==> src/hdl/csp_pkg.sv <==
`default_nettype none

package csp_pkg;

  localparam int COORD_BITS = 20;
  localparam int SUM_W      = COORD_BITS + 1;
  localparam int PAIR_W     = 2 * SUM_W;
  localparam int VEC_W      = 3 * COORD_BITS;
  localparam int CSP_W      = 46;
  localparam int CFG_W      = 6;

  localparam logic [CFG_W-1:0] CFG_RESET = 6'd12;

  typedef struct packed {
    logic signed [COORD_BITS-1:0] delta_x;
    logic signed [COORD_BITS-1:0] delta_y;
    logic signed [COORD_BITS-1:0] delta_z;
    logic                         last_neighbour;
  } in_word_t;

  typedef struct packed {
    logic [CSP_W-1:0] csp_value;
    logic             too_few;
    logic             too_many;
  } out_word_t;

  typedef struct packed {
    logic accept;
    logic issue;
    logic sum_step;
    logic out_load;
  } csp_cmd_t;

  typedef struct packed {
    logic store_ok;
    logic last_item;
    logic pipe_busy;
    logic out_busy;
  } csp_status_t;

  typedef enum logic [1:0] {
    ST_IDLE,
    ST_PAIR,
    ST_DRAIN,
    ST_SUM
  } csp_state_e;

endpackage

`default_nettype wire

==> src/hdl/csp_ctrl.sv <==
`default_nettype none

module csp_ctrl import csp_pkg::*; #(
  parameter int CNT_W  = 6,
  parameter int ADDR_W = 5
) (
  input  wire logic              clk_i,
  input  wire logic              rst_ni,
  input  wire logic              in_valid_i,
  output logic                   in_stall_o,
  input  wire csp_status_t       status_i,
  input  wire logic [CNT_W-1:0]  vec_count_i,
  input  wire logic [CNT_W-1:0]  k_half_i,
  output csp_cmd_t               cmd_o,
  output logic [ADDR_W-1:0]      rd_addr_o
);

  csp_state_e        state_q, state_d;
  logic [ADDR_W-1:0] idx_q, idx_d;
  logic [ADDR_W-1:0] npair_q, npair_d;
  logic [ADDR_W:0]   idx_inc;
  logic              pair_done;
  logic              sum_done;
  logic              count_nz;

  assign idx_inc   = {1'b0, idx_q} + (ADDR_W+1)'(1);
  assign pair_done = idx_inc == {1'b0, npair_q};
  assign sum_done  = idx_inc == (ADDR_W+1)'(k_half_i);
  assign count_nz  = vec_count_i != '0;

  always_comb begin
    state_d = state_q;
    unique case (state_q)
      ST_IDLE: begin
        if (in_valid_i) begin
          state_d = (status_i.store_ok && count_nz) ? ST_PAIR : ST_DRAIN;
        end
      end
      ST_PAIR: begin
        if (pair_done) state_d = ST_DRAIN;
      end
      ST_DRAIN: begin
        if (!status_i.pipe_busy) state_d = status_i.last_item ? ST_SUM : ST_IDLE;
      end
      ST_SUM: begin
        if (sum_done && !status_i.out_busy) state_d = ST_IDLE;
      end
      default: state_d = ST_IDLE;
    endcase
  end

  always_comb begin
    idx_d   = idx_q;
    npair_d = npair_q;
    unique case (state_q)
      ST_IDLE: begin
        idx_d = '0;
        // pairs to form = vectors already stored before this one
        if (in_valid_i) npair_d = vec_count_i[ADDR_W-1:0];
      end
      ST_PAIR:  idx_d = pair_done ? '0 : idx_inc[ADDR_W-1:0];
      ST_DRAIN: idx_d = '0;
      ST_SUM: begin
        if (!sum_done) idx_d = idx_inc[ADDR_W-1:0];
      end
      default: idx_d = '0;
    endcase
  end

  always_comb begin
    in_stall_o     = state_q != ST_IDLE;
    cmd_o.accept   = (state_q == ST_IDLE) && in_valid_i;
    cmd_o.issue    = state_q == ST_PAIR;
    // hold the final step while the output register still has an untaken word
    cmd_o.sum_step = (state_q == ST_SUM) && !(sum_done && status_i.out_busy);
    cmd_o.out_load = (state_q == ST_SUM) && sum_done && !status_i.out_busy;
    rd_addr_o      = idx_q;
  end

  always_ff @(posedge clk_i or negedge rst_ni) begin
    if (!rst_ni) begin
      state_q <= ST_IDLE;
      idx_q   <= '0;
      npair_q <= '0;
    end else begin
      state_q <= state_d;
      idx_q   <= idx_d;
      npair_q <= npair_d;
    end
  end

endmodule

`default_nettype wire

==> config.mk <==
export PLATFORM = sky130hd
export DESIGN_NAME = csp_ctrl
export DESIGN_NICKNAME = d
export VERILOG_FILES = /design/src/hdl/csp_pkg.sv /design/src/hdl/csp_ctrl.sv
export SDC_FILE = /design/constraint.sdc
export NUM_CORES = 1
export LEC_CHECK = 0
export BUFFER_PORTS_ARGS = -buffer_cell sky130_fd_sc_hd__buf_2
export CAP_MARGIN = 20
export CORE_ASPECT_RATIO = 1.25
export CORE_MARGIN = 2
export CORE_UTILIZATION = 49
export CTS_BUF_LIST = sky130_fd_sc_hd__clkbuf_4 sky130_fd_sc_hd__clkbuf_8 sky130_fd_sc_hd__clkbuf_16
export DETAILED_ROUTE_END_ITERATION = 7
export GPL_TIMING_DRIVEN = 0
export PLACE_DENSITY = 0.88
export SETUP_SLACK_MARGIN = 0.5
export SLEW_MARGIN = 30
export SYNTH_ARGS = -nofsm -noshare
export SYNTH_HDL_FRONTEND = slang
export SYNTH_SLANG_ARGS = --single-unit
==> constraint.sdc <==
create_clock -name clk_i -period 2.5 [get_ports clk_i]
set_input_delay 0.125 -clock clk_i [delete_from_list [all_inputs] [get_ports clk_i]]
set_output_delay 0.125 -clock clk_i [all_outputs]
set_load 0.02 [all_outputs]
======== Word-level counts from Yosys, hierarchy flattened ========
Index checks and enable logic that the tools add are counted.
operators by class
  equality and inequality tests ........... 10
  add/subtract/negate cells ............... 1
  multiplexer cells ....................... 10
  reduce and logical (&&, ||, !) cells .... 15
operators with widths
  operator                                                          count
  5-bit case mux with 3 select lines                                1
  2-bit two-way mux                                                 6
  5-bit two-way mux                                                 2
  2-bit != test (second input constant)                             4
  2-bit case mux with 4 select lines                                1
  1-bit logical AND                                                 7
  5-bit by 1-bit adder with 6-bit output (second input constant)    1
  6-bit by 5-bit == test with 1-bit output                          1
  6-bit == test                                                     1
  6-bit nonzero test                                                1
  2-bit == test (second input constant)                             2
  4-bit AND reduction                                               1
  2-bit by 1-bit == test with 1-bit output (second input constant)  1
  1-bit zero test                                                   2
  2-bit zero test                                                   1
  2-bit by 1-bit != test with 1-bit output (second input constant)  1
  2-bit AND reduction                                               1
  2-bit nonzero test                                                1
  2-bit OR reduction                                                1
word-level totals
  bits in registers ....................... 12
  output and inout bits ................... 10

======== Longest topological paths before layout ========
Gate-level depths: netlist of the first run.
  depth after elaboration ................. 5
  mapped depth ............................ 7

======== Least setup slack after synthesis of the first run ========
No wires, ideal clock.
  path type ............................... reg-to-reg
  from .................................... register idx_q[0], in the netlist rd_addr_o[0]
  to ...................................... register idx_q[4], in the netlist rd_addr_o[4]
  arrival ................................. 1976 ps
  setup time .............................. 128 ps
  slack ................................... 396 ps
  path buffers ............................ 1
  stages on the path, launching flop included .. 8
  path through ............................ dfrtp_1 > ha_1 > xor2_1 > xor2_1 > or4_1 > buf_6 > o211ai_1 > mux2i_1
on the way
  longest elaborated chain between the ends .. 4
  elaborated cells on any way between the ends .. 7
  classes of those cells .................. 1 x add/sub; 3 x eq/ne; 3 x mux
RTL lines
  item                                        line            RTL
  start, declared                             csp_ctrl.sv:19  logic [ADDR_W-1:0] idx_q, idx_d;
  start signal, assigned                      csp_ctrl.sv:87  idx_q <= idx_d;
  5-bit by 1-bit adder with 6-bit output (*)  csp_ctrl.sv:26  assign idx_inc = {1'b0, idx_q} + (ADDR_W+1)'(1);
  6-bit by 5-bit == test with 1-bit output    csp_ctrl.sv:27  assign pair_done = idx_inc == {1'b0, npair_q};
  5-bit two-way mux                           csp_ctrl.sv:61  ST_PAIR: idx_d = pair_done ? '0 : idx_inc[ADDR_W-1:0];
  5-bit case mux with 3 select lines          csp_ctrl.sv:55  unique case (state_q)
Every way passes the cells marked *; elsewhere a longest branch is shown, timed or not. The select of a mux whose other input is x is not followed.
A chain may end at the register's enable or synchronous reset.

======== Final worst setup path of the first run ========
Ends and elaborated chain as after synthesis.

==> results of run 1 <==
area by class of cell:
| type | count | share of cell area, % |
|---|---|---|
| Inverter | 5 | 1.45 |
| Buffer | 4 | 2.13 |
| Clock buffer | 4 | 2.80 |
| Timing Repair Buffer | 41 | 19.3 |
| Multi-Input combinational cell | 71 | 49.0 |
| Sequential cell | 12 | 23.5 |
| Tap cell | 19 | 1.84 |
synth_stat cells, drive strengths merged:
library cell / number
a21oi: 1
a2bb2oi: 1
buf: 3
or4: 2
o21a: 1
dfrtp: 12
nor2b: 1
nor4b: 1
nor2: 6
nand4: 3
and4: 1
xnor2: 9
nor3: 2
o22ai: 1
o211ai: 5
nand3: 3
clkbuf: 1
or2: 1
nand3b: 1
o21ai: 7
ha: 1
xor2: 6
nand2: 3
o31ai: 1
mux2i: 3
o21bai: 1
mux2: 5
o32ai: 1
inv: 5
a31oi: 4
placed cells by master (no fill, tap or decap), drive strengths merged, types with 2 or more instances in the layout:
| cell | netlist | final |
|---|---|---|
| dfrtp | 12 | 12 |
| nand4 | 3 | 3 |
| mux2i | 3 | 3 |
| xnor2 | 9 | 9 |
| nand3 | 3 | 3 |
| buf | 3 | 43 |
| clkbuf | 1 | 5 |
| o211ai | 5 | 5 |
| nor2 | 6 | 6 |
| xor2 | 6 | 6 |
| inv | 5 | 5 |
| nor3 | 2 | 2 |
| o21ai | 7 | 7 |
| mux2 | 5 | 5 |
| nand2 | 3 | 3 |
| or4 | 2 | 2 |
| a31oi | 4 | 4 |
critical path: stages (launching register included):
cell and delay (ns):
sky130_fd_sc_hd__dfrtp_2 0.43, sky130_fd_sc_hd__ha_4 0.19, sky130_fd_sc_hd__xor2_4 0.20, sky130_fd_sc_hd__xor2_1 0.17
sky130_fd_sc_hd__or4_1 0.49, sky130_fd_sc_hd__buf_6 0.16, sky130_fd_sc_hd__o211ai_1 0.18, sky130_fd_sc_hd__mux2i_1 0.11
per-stage QoR:
stage / instances / hold WS, ns / power (uW) / worst slack [ns]
final: 156 / 0.0853 / 1500 / 0.459
after global routing: 156 / 0.0888 / 1600 / 0.415
after CTS: 154 / 0.0847 / 1390 / 0.471
after detailed placement: 139 / 0.0200 / 1080 / 0.439
after global placement: 139 / 0.0151 / 1060 / 0.473
after floorplan: 92 / -0.171 / 908 / 0.508
report_power, final:
part / total (uW) / internal, uW / switching [uW]
clock: 159 / 88.6 / 70.2
combinational: 971 / 479 / 492
sequential: 365 / 281 / 84.2
sequential cells by signal (all words and copies together), names as in the netlist:
name	flops
npair_q	5
rd_addr_o	5
state_q	2
cell families after synthesis:
group                    count (synthesis)  share of synthesized area, %
AO/OA/AOI/OAI                           23                          18.8
XOR/XNOR                                15                          15.1
adder cells (fa/ha/maj)                  1                          1.44
buffers and inverters                    9                          5.32
flip-flops                              12                          34.5
multiplexers                             8                          9.91
AND/OR/NAND/NOR                         24                          14.9
repair_timing:
| action | in CTS | in global routing |
|---|---|---|
| gates resized for setup | 9 | 15 |
| setup buffers | 10 | 2 |
| hold buffers | 1 | 0 |
| endpoints found under the hold margin | 12 | 0 |
| setup endpoints to repair | 8 | 9 |
| pin swaps | 5 | 8 |
final timing paths:
path | from | endpoint | slack (ns) | cells past startpoint
hold / removal | vec_count_i[4] | npair_q[4]$_DFFE_PN0P_ | 0.09 | 2
max in group asynchronous | rst_ni | rd_addr_o[1]$_DFFE_PN0P_ | 2.01 | 2
setup / recovery | rd_addr_o[0]$_DFFE_PN0P_ | rd_addr_o[4]$_DFFE_PN0P_ | 0.46 | 7
min in group asynchronous | rst_ni | state_q[1]$_DFFE_PN0P_ | 0.24 | 2
setup reg to reg | rd_addr_o[0]$_DFFE_PN0P_ | rd_addr_o[4]$_DFFE_PN0P_ | 0.46 | 7
hold reg to reg | npair_q[0]$_DFFE_PN0P_ | npair_q[0]$_DFFE_PN0P_ | 0.53 | 1
routing by layer:
layer	part of all wire, %	wire length [um]
met4	1.8	44
met1	38	914
met2	54	1290
met5	0	0
met3	5.9	142
==> flow_results.org, run 1 <==
** Global routing
- Overflow after GRT :: 0
- For met3 alone, demand over resource in global routing was 3.89%.
- Pin count of the biggest net entering global routing :: 13
- Global routing used 22.6% of the available tracks.
- The first global-routing pass estimated 3620 um of wire.
- Initial antenna violation count :: 0
- Met2 Track Usage GR :: 42.4%
- Layer with the highest usage after global routing :: met2
- Number of global-route vias before repair :: 832
- GR met1 Demand/Resource :: 25.7%

** Detailed routing
- The detailed router finished its first iteration with 28 violations.
- The first detailed-routing pass ran for 4 iterations.
- Vias per cell :: 5.84
- The final route contains 911 vias.
- Total detailed-routing wirelength :: 2390 um
- In the final routed layout, each cell accounts on average for 15.3 um.
- Once detail routing completed, the nets flagged for antenna violations numbered 0.
- Final routed DRC violation total :: 0

** Job
- Across the run, the number of max-cap violations was 0.

** Clock network
- Deepest level of the CTS H-tree :: 1
- The cell sitting at the root of the clock tree is a sky130_fd_sc_hd__clkbuf_4.
- Clock latency reported for the late side of the worst-skew pair :: 0.28 ns
- No sink is reached through more buffers than the 2 on the longest clock path.
- Counting the buffers created by CTS gives 3.
- Clock-pin slew was measured on the worst setup and hold paths at 0.08 ns.
- CTS saw 12 sinks.
- TritonCTS built the clock tree.

** Pwr
- Power per Cell Area :: 1150 nW/um^2
- For this design the static power due to leakage is 0.000581 uW.
- Worst ir drop on vdd :: 0.834 mV

** Layout
- Post-layout utilization of the core :: 75.2%
- The number of antenna diodes in the final layout is 0.
- The filler cells instantiated in the layout total 116.
- The area growth from synthesis to layout is 48.7%.
- Cells with a size suffix above 1 make up 52.6% of the layout.
- Across the whole layout, storage elements account for 304 um^2.
- The multi-input combinational cells in the finished layout cover a total of 634 um^2.
- In the final design database the tool counted 158 nets.
- The finished cells cover 1290 um^2.

** Yosys
- Post-Synthesis Cells :: 92
- Post-Syn Area :: 871 um^2
- Sorting the synthesized cells by area gives the leading types as sky130_fd_sc_hd__dfrtp_1 (34%), sky130_fd_sc_hd__xnor2_1 (9.1%), sky130_fd_sc_hd__mux2_2 (6.5%).
- Total nets after synthesis :: 112
- In this run the mean area of a mapped cell was 9.47 um^2.
- After synthesis, flip-flops and latches occupy 34.5% of the total area.
- The synthesized design spends more area on one cell type than any other, namely sky130_fd_sc_hd__dfrtp_1.
- Number of storage elements in the synthesis netlist :: 12
- The share of synthesized area in the top cell type comes to 34.5%.
- Synthesis instantiated 34 different standard cells from the library.
- Yosys printed 0 warnings.

** STA
- The smallest clock period supported by the final layout is computed as 2.04 ns.
- Achievable frequency :: 0.490 GHz
- Setup repair after global routing missed its margin :: yes
- Fin. Hold Viols :: 0
- Final slew viol count :: 0
- Worst Max-Slew Pin Slew :: 0.466 ns
- Summed negative setup slack over all endpoints :: 0 ns
- Final setup violating endpoints :: 0
- Of the available clock period, the critical path in the final layout requires 81.6%.
- Across the routed clock network, the largest skew measured is 0.00680 ns.
- Relative slew slack :: 68.9%

** Floorplanning
- For this configuration, the core starts out at a cell density of 50.5%.
- The die is 41.7 um wide.
- The total area inside the core boundary comes to 1720 um^2.
- Total Die Area :: 2130 um^2
- In this run the count of I/O pins placed on the die edge is 29.
- Measured along the y axis, the die boundary spans 51.1 um.
- The floorplan has 17 rows.

** Place
- Weighted congestion reported at the end of routability-driven placement :: 0.835
- Port Buf Inserts :: 28
- The HPWL after detailed placement is 1580 um.
- Total placed instance area :: 1050 um^2

** Worst setup path
- Startpoint class of the critical path :: flop
- By startpoint and endpoint, the worst setup path is classified as reg2reg.
- Endpoint type of the worst setup path :: flop
- Required time of the critical path :: 2.66 ns
- At the worst endpoint, the arrival time is 2.20 ns.
- Biggest fanout along the worst timing path :: 8

** Outcome
- Outcome :: completed

** Worst hold path
- Worst min path class :: in2reg
(Power assumes the default switching activity.)
==> run 2, diff against run 1 <==
--- a/config.mk
+++ b/config.mk
@@ -9,11 +9,11 @@
 export CAP_MARGIN = 20
 export CORE_ASPECT_RATIO = 1.25
 export CORE_MARGIN = 2
-export CORE_UTILIZATION = 49
+export CORE_UTILIZATION = 44
 export CTS_BUF_LIST = sky130_fd_sc_hd__clkbuf_4 sky130_fd_sc_hd__clkbuf_8 sky130_fd_sc_hd__clkbuf_16
 export DETAILED_ROUTE_END_ITERATION = 7
 export GPL_TIMING_DRIVEN = 0
-export PLACE_DENSITY = 0.88
+export PLACE_DENSITY = 0.84
 export SETUP_SLACK_MARGIN = 0.5
 export SLEW_MARGIN = 30
 export SYNTH_ARGS = -nofsm -noshare
==> constraint.sdc (replaced) <==
create_clock -name clk_i -period 1.8 [get_ports clk_i]
set_input_delay 0.09 -clock clk_i [delete_from_list [all_inputs] [get_ports clk_i]]
set_output_delay 0.09 -clock clk_i [all_outputs]
set_load 0.02 [all_outputs]
==> flow_results.org, run 2 (same netlist as run 1, synthesis figures left out) <==
** Clock network
- Clock latency reported for the late side of the worst-skew pair :: 0.28 ns (about the same)
- The CTS sink count is 12 (unchanged).
- The cell chosen for the clock root was sky130_fd_sc_hd__clkbuf_4 (unchanged).
- The depth of the CTS H-tree came to 1 (unchanged).
- Deepest clock path buffer count :: 2 (unchanged)
- Num CTS Buffers :: 3 (unchanged)
- The clock tree from TritonCTS is built (unchanged).
- Register clock-pin slew on the reported worst setup and hold paths :: 0.08 ns (about the same)

** Detailed routing
- Antenna violation net count after detailed routing :: 0 (unchanged)
- Total length of routed met3 wires :: 100 um (was 142 um)
- The detailed-routed wire length on met2 was 1400 um (was 1290 um).
- Initial detailed-routing violation count :: 5 (was 28)
- The first-pass iteration count of the detailed router was 4 (unchanged).
- Average detailed-routed wire length per instance :: 16.3 um (was 15.3 um)
- The detailed-route via count was 903 (was 911).
- The average via count per standard cell is 5.83 (was 5.84).
- Top layer in use :: met4 (unchanged)
- Total detailed-routing wirelength :: 2520 um (was 2390 um)
- The DRC violation count after routing is 0 (unchanged).
- The routed length on met1 came to 964 um (was 914 um).

** Global routing
- Initial antenna violation count :: 0 (unchanged)
- The largest net degree at the start of global routing was 13 (unchanged).
- First-pass GRT wire length :: 4010 um (was 3620 um)
- Overflow after GRT :: 0 (unchanged)
- The via count of the first global-routing pass was 896 (was 832).
- The global-route usage over all layers came to 23.5% (was 22.6%).

** STA
- Fin. Hold Viols :: 0 (unchanged)
- The headroom to the max-slew limit came to 75.3% (was 68.9%).
- Worst Max-Slew Pin Slew :: 0.366 ns (was 0.466 ns)
- Achievable frequency :: 0.496 GHz (was 0.490 GHz)
- The sum of negative setup slack was -1.60 ns (was 0 ns).
- Time the worst path needs with I/O delays and setup :: 2.02 ns (was 2.04 ns)
- Setup repair after global routing missed its margin :: yes (unchanged)
- The worst hold margin came to 0.0441 ns (was 0.0853 ns).
- Clock tree skew after final layout :: 0.00231 ns (was 0.00680 ns)
- Final setup violating endpoints :: 9 (was 0)
- Final Worst Setup Slack :: -0.215 ns (was 0.459 ns)
- Final slew viol count :: 0 (unchanged)
- The final critical-path share of the clock period came to 112% (was 81.6%).

** Worst setup path
- The biggest fanout along the worst timing path was 8 (unchanged).
- The kind of capture point of the worst setup path is a flop (unchanged).
- The minimum setup slack among reg-to-reg paths is -0.22 ns (was 0.46 ns).
- The terminus of the critical flop-to-flop path was rd_addr_o[3]$_DFFE_PN0P_ (was rd_addr_o[4]$_DFFE_PN0P_).
- Worst setup path endpoint :: rd_addr_o[3]$_DFFE_PN0P_ (was rd_addr_o[4]$_DFFE_PN0P_)
- The startpoint of the worst register-to-register path is rd_addr_o[0]$_DFFE_PN0P_ (unchanged).
- The required time of the critical path came to 1.96 ns (was 2.66 ns).
- The number of cells on the worst reg-to-reg path is 7 (unchanged).
- Crit path kind :: reg2reg (unchanged)
- The origin of the worst setup path is rd_addr_o[0]$_DFFE_PN0P_ (unchanged).
- Startpoint class of the critical path :: flop (unchanged)
- The data arrival time of the critical path was 2.18 ns (was 2.20 ns).

** Floorplanning
- The I/O pin count came to 29 (unchanged).
- Number of rows created at floorplan :: 18 (was 17)
- The die height came to 53.7 um (was 51.1 um).
- Starting density of the core :: 45.5% (was 50.5%)
- The die extent in x came to 43.8 um (was 41.7 um).
- The placeable core area was 1910 um^2 (was 1720 um^2).
- Total Die Area :: 2350 um^2 (was 2130 um^2)

** Layout
- The non-filler instance count after layout was 155 (was 156).
- Commonest cells after routing, fill and taps aside :: sky130_fd_sc_hd__buf_2 (24), sky130_fd_sc_hd__dfrtp_1 (9), sky130_fd_sc_hd__buf_4 (8), sky130_fd_sc_hd__buf_6 (8), sky130_fd_sc_hd__xnor2_1 (6) (was sky130_fd_sc_hd__buf_2 (28), sky130_fd_sc_hd__buf_4 (12), sky130_fd_sc_hd__dfrtp_1 (9))
- ANT cells :: 0 (unchanged)
- Most common cell after layout, fill and taps aside :: sky130_fd_sc_hd__buf_2 (unchanged)
- Share of layout cells above drive strength 1 :: 54.1% (was 52.6%)
- The number of nets in the layout is 156 (was 158).
- Area growth from synthesis to layout :: 56.6% (was 48.7%)

** Place
- Port Buf Inserts :: 28 (unchanged)
- Weighted congestion reported at the end of routability-driven placement :: 0.833 (was 0.835)
- Pre-CTS worst setup slack :: -0.239 ns (was 0.439 ns)
- The number of cells after detailed placement is 140 (was 139).
- HPWL reported at the end of detailed placement :: 1650 um (was 1580 um)

** Job
- The total of max-cap violations came to 0 (unchanged).

** Pwr
- The power per cell area came to 1580 nW/um^2 (was 1150 nW/um^2).
- Leakage dissipation :: 0.000605 uW (was 0.000581 uW)
- The overall power consumption came to 2160 uW (was 1500 uW).
- The maximum vdd drop is 0.923 mV (was 0.834 mV).

** Outcome
- Outcome: finished, violations left (was completed).
- The checks that failed: setup timing.

** Worst hold path
- Worst min path class :: in2reg (unchanged)
run 2: cell types whose count changed in the layout (fill, tap and decap cells not counted), moves of 4 or more:
| cell | before | now |
|---|---|---|
| sky130_fd_sc_hd__mux2_4 | 0 | 5 |
| sky130_fd_sc_hd__buf_2 | 28 | 24 |
| sky130_fd_sc_hd__buf_4 | 12 | 8 |
| sky130_fd_sc_hd__buf_6 | 3 | 8 |
| sky130_fd_sc_hd__mux2_2 | 5 | 0 |
run 2: final cells by class:
| class | count | area (um^2) |
|---|---|---|
| clock buffer | 4 | 36.3 |
| multi-input combinational | 71 | 666 |
| timing repair buffer | 39 | 272 |
| inverter | 5 | 23.8 |
| buffer | 4 | 37.5 |
| tap | 20 | 25.0 |
| sequential | 12 | 304 |
| fill | 148 | 551 |
run 2: worst min path at each step:
stage	slack (ns)	to	cells past startpoint	startpoint
3_3_place_gp	-0.03	state_q[0]$_DFFE_PN0P_	1	rst_ni
2_1_floorplan	-0.21	npair_q[0]$_DFFE_PN0P_	0	rst_ni
3_5_place_dp	-0.01	rd_addr_o[3]$_DFFE_PN0P_	1	rst_ni
6_report	0.04	npair_q[2]$_DFFE_PN0P_	2	vec_count_i[2]
5_1_grt	0.05	npair_q[2]$_DFFE_PN0P_	2	vec_count_i[2]
4_1_cts	0.05	npair_q[1]$_DFFE_PN0P_	2	vec_count_i[1]
run 2: power breakdown:
group          total, uW  switching (uW)  internal (uW)
clock network        222            98.8            123
logic               1420             698            722
registers            516             126            390
run 2: worst max-delay path, stage by stage (launching register included):
cell	delay, ns
sky130_fd_sc_hd__dfrtp_2	0.40
sky130_fd_sc_hd__ha_4	0.19
sky130_fd_sc_hd__nand3_2	0.15
sky130_fd_sc_hd__xnor2_1	0.18
sky130_fd_sc_hd__or4_4	0.54
sky130_fd_sc_hd__buf_6	0.15
sky130_fd_sc_hd__o211ai_1	0.16
sky130_fd_sc_hd__mux2i_1	0.11
run 2: per-layer routing:
layer,vias to the layer above,global-route usage [%]
met5,-,0
met4,0,14.1
met3,4,1.01
met2,35,41.4
met1,441,28.0
li1,423,-
run 2: repair_timing:
item                                    4_1_cts  5_1_grt
pin swaps                                     4        6
resized for setup                            21       11
endpoints found under the hold margin        12        0
cloned                                        0        0
endpoints found under the setup margin       16       17
setup buffers                                10        0
hold buffers                                  1        0
run 2: per-stage QoR:
| stage | utilization (%) | area [um^2] |
|---|---|---|
| 2_1_floorplan | - | 950 |
| 3_3_place_gp | 58.2 | 1110 |
| 3_5_place_dp | 58.2 | 1110 |
| 4_1_cts | 68.2 | 1310 |
| 5_1_grt | 71.2 | 1360 |
| 6_report | 71.2 | 1360 |
==> run 3, diff against run 2 <==
--- a/config.mk
+++ b/config.mk
@@ -15,6 +15,7 @@
 export GPL_TIMING_DRIVEN = 0
 export PLACE_DENSITY = 0.84
 export SETUP_SLACK_MARGIN = 0.5
+export SKIP_CTS_REPAIR_TIMING = 1
 export SLEW_MARGIN = 30
 export SYNTH_ARGS = -nofsm -noshare
 export SYNTH_HDL_FRONTEND = slang
==> constraint.sdc (replaced) <==
create_clock -name clk_i -period 1.8 [get_ports clk_i]
set_input_delay 0.09 -clock clk_i [delete_from_list [all_inputs] [get_ports clk_i]]
set_output_delay 0.09 -clock clk_i [all_outputs]
set_load 0.005 [all_outputs]
==> flow_results.org, run 3 (same netlist as run 1, synthesis figures left out) <==
** Outcome
- Outcome: finished, violations left (unchanged).
- Violations in the final reports :: setup timing (unchanged)

** Clock network
- Register clock-pin slew on the reported worst setup and hold paths :: 0.09 ns (was 0.08 ns)
- The total clock buffers created by CTS is 3 (unchanged).
- The maximum count of clock buffers along a single path came to 2 (unchanged).
- The CTS sink count is 12 (unchanged).
- The cell chosen for the clock root was sky130_fd_sc_hd__clkbuf_4 (unchanged).
- The clock tree from TritonCTS was built (unchanged).
- The clock latency on the worst-skew pair is 0.29 ns (was 0.28 ns).
- Deepest level of the CTS H-tree :: 1 (unchanged)

** Floorplanning
- The die extent in x came to 43.8 um (unchanged).
- The row count was 18 (unchanged).
- Die Y :: 53.7 um (unchanged)
- The placeable core area is 1910 um^2 (unchanged).
- The total die area was 2350 um^2 (unchanged).
- Starting density of the core :: 45.5% (unchanged)
- Num ports :: 29 (unchanged)

** Global routing
- The met1 layer usage reported by global route is 22.2% (was 28.0%).
- The global-route usage over all layers came to 19.6% (was 23.5%).
- The leftover overflow at the end of global routing was 0 (unchanged).
- First-pass GRT wire length :: 3460 um (was 4010 um)
- The most congested layer reported by global routing is met2 (unchanged).
- The largest net degree at the start of global routing was 13 (unchanged).
- Met2 Track Usage GR :: 36.3% (was 41.4%)
- Initial antenna violation count :: 0 (unchanged)
- Number of global-route vias before repair :: 821 (was 896)
- M3 GR Usage :: 1.34% (was 1.01%)

** Place
- Weighted congestion reported at the end of routability-driven placement :: 0.824 (was 0.833)
- The total of buffers placed on input and output ports came to 28 (unchanged).
- HPWL reported at the end of detailed placement :: 1730 um (was 1650 um)
- Pre-CTS worst setup slack :: -0.320 ns (was -0.239 ns)
- Placed cell count :: 140 (unchanged)

** Pwr
- The maximum vdd drop came to 0.778 mV (was 0.923 mV).
- The power per cell area is 1540 nW/um^2 (was 1580 nW/um^2).
- The leakage power is 0.000605 uW (about the same).
- Overall power of the completed layout :: 2040 uW (was 2160 uW)

** Job
- Maximum capacitance violations :: 0 (unchanged)

** Layout
- The layout-stage area growth over the synthesis result came to 52.0% (was 56.6%).
- Area of all sequential standard cells :: 304 um^2 (unchanged)
- Commonest cells after routing, fill and taps aside :: sky130_fd_sc_hd__buf_2 (28), sky130_fd_sc_hd__buf_4 (12), sky130_fd_sc_hd__dfrtp_1 (9) (was sky130_fd_sc_hd__buf_2 (24), sky130_fd_sc_hd__dfrtp_1 (9), sky130_fd_sc_hd__buf_4 (8), sky130_fd_sc_hd__buf_6 (8), sky130_fd_sc_hd__xnor2_1 (6))
- The non-filler instance count after layout came to 160 (was 155).
- The area of combinational cells with multiple inputs came to 619 um^2 (was 666 um^2).
- Fill count :: 150 (was 148)
- The most common cell after layout, fill and taps aside is sky130_fd_sc_hd__buf_2 (unchanged).
- The number of nets in the layout was 161 (was 156).
- The number of inserted diodes came to 0 (unchanged).
- The fraction of final layout cells sized beyond drive strength 1 was 52.1% (was 54.1%).

** STA
- Setup repair after global routing missed its margin :: yes (unchanged)
- Worst Max-Slew Pin Slew :: 0.432 ns (was 0.366 ns)
- Tcrit/Tclk final :: 118% (was 112%)
- Time the worst path needs with I/O delays and setup :: 2.12 ns (was 2.02 ns)
- The number of endpoints failing setup at the final stage was 9 (unchanged).
- Final slew viol count :: 0 (unchanged)
- The highest achievable clock rate came to 0.471 GHz (was 0.496 GHz).
- The final clock skew is 0.0165 ns (was 0.00231 ns).
- Final Worst Setup Slack :: -0.323 ns (was -0.215 ns)
- Relative slew slack :: 71.0% (was 75.3%)
- Summed negative setup slack over all endpoints :: -2.15 ns (was -1.60 ns)
- The hold violation count in the final report was 0 (unchanged).

** Worst setup path
- The number of cells on the worst reg-to-reg path was 7 (unchanged).
- The count of buffer and inverter cells on the critical path is 1 (unchanged).
- The terminus of the critical flop-to-flop path is rd_addr_o[4]$_DFFE_PN0P_ (was rd_addr_o[3]$_DFFE_PN0P_).
- Worst stage delay on the critical path :: 0.50 ns (was 0.54 ns)
- The family with the most delay on the worst path is simple AND/OR/NAND/NOR gates (unchanged).
- The minimum setup slack among reg-to-reg paths was -0.32 ns (was -0.22 ns).
- Startpoint class of the critical path :: flop (unchanged)
- Required time of the critical path :: 1.95 ns (was 1.96 ns)
- Critical R2R Launch :: rd_addr_o[1]$_DFFE_PN0P_ (was rd_addr_o[0]$_DFFE_PN0P_)
- The kind of capture point of the worst setup path is a flop (unchanged).
- Worst-path cell with the longest stage delay :: sky130_fd_sc_hd__or4_1 (was sky130_fd_sc_hd__or4_4)
- The type of the setup path with the least slack was reg2reg (unchanged).
- Critical path cell sequence: ha_4 -> xor2_4 -> xor2_1 -> or4_1 -> buf_6 -> o211ai_1 -> mux2i_1 (was ha_4 -> nand3_2 -> xnor2_1 -> or4_4 -> buf_6 -> o211ai_1 -> mux2i_1).
- The biggest fanout along the worst timing path is 8 (unchanged).
- Worst endpoint data arrival time :: 2.27 ns (was 2.18 ns)

** Worst hold path
- Worst Hold End :: npair_q[1]$_DFFE_PN0P_ (was npair_q[2]$_DFFE_PN0P_)
- The path category of the worst min-delay check is in2reg (unchanged).
- The hold path startpoint was vec_count_i[1] (was vec_count_i[2]).
- The number of cells on the worst hold path was 2 (unchanged).

** Detailed routing
- Final routed DRC violation total :: 0 (unchanged)
- Total number of vias :: 951 (was 903)
- Total detailed-routing wirelength :: 2720 um (was 2520 um)
- Average detailed-routed wire length per instance :: 17.0 um (was 16.3 um)
- The first-pass iteration count of the detailed router is 6 (was 4).
- The average via count per standard cell was 5.94 (was 5.83).
- Antenna violation net count after detailed routing :: 0 (unchanged)
- Initial detailed-routing violation count :: 33 (was 5)
run 3: cell count changes in the layout (fill, tap and decap cells not counted), sizes merged:
cell	before	now
buf	41	47
clkbuf	5	4
clkinvlp	0	1
inv	5	4
run 3: cell type report:
cell class / instances / area share (%)
buffer: 4 / 2.93
clock buffer: 4 / 2.27
inverter: 5 / 1.70
multi-input combinational: 71 / 46.8
sequential: 12 / 23.0
tap: 20 / 1.89
timing repair buffer: 44 / 21.5
run 3: per-stage QoR:
step                      util (%)  hold WS [ns]  area, um^2
final                         69.2        0.0551        1320
after floorplan                  -        -0.206         923
after global placement        56.9       -0.0229        1090
after detailed placement      56.9       -0.0151        1090
after global routing          69.2        0.0577        1320
after CTS                     58.4        -0.323        1120
run 3: report_power, final:
group          switching (uW)  internal [uW]  leakage (uW)  total [uW]
clock network             101            101     0.0000184         202
logic                     595            706      0.000444        1300
registers                 145            390      0.000143         535
run 3: worst max path at each step:
stage / slack, ns / cells after the start / end / start
4_1_cts: -0.42 / 7 / cmd_o[0] / rd_addr_o[0]$_DFFE_PN0P_
3_5_place_dp: -0.32 / 7 / rd_addr_o[4]$_DFFE_PN0P_ / rd_addr_o[0]$_DFFE_PN0P_
5_1_grt: -0.34 / 7 / rd_addr_o[4]$_DFFE_PN0P_ / rd_addr_o[0]$_DFFE_PN0P_
6_report: -0.32 / 7 / rd_addr_o[4]$_DFFE_PN0P_ / rd_addr_o[1]$_DFFE_PN0P_
2_1_floorplan: -0.14 / 7 / rd_addr_o[4]$_DFFE_PN0P_ / rd_addr_o[0]$_DFFE_PN0P_
3_3_place_gp: -0.25 / 7 / rd_addr_o[0]$_DFFE_PN0P_ / rd_addr_o[0]$_DFFE_PN0P_
run 3: routing by layer:
layer  wire (um)  part of all wire, %
met2        1520                   56
met3         130                  4.8
met5           0                    0
met4          47                  1.7
met1        1020                   37
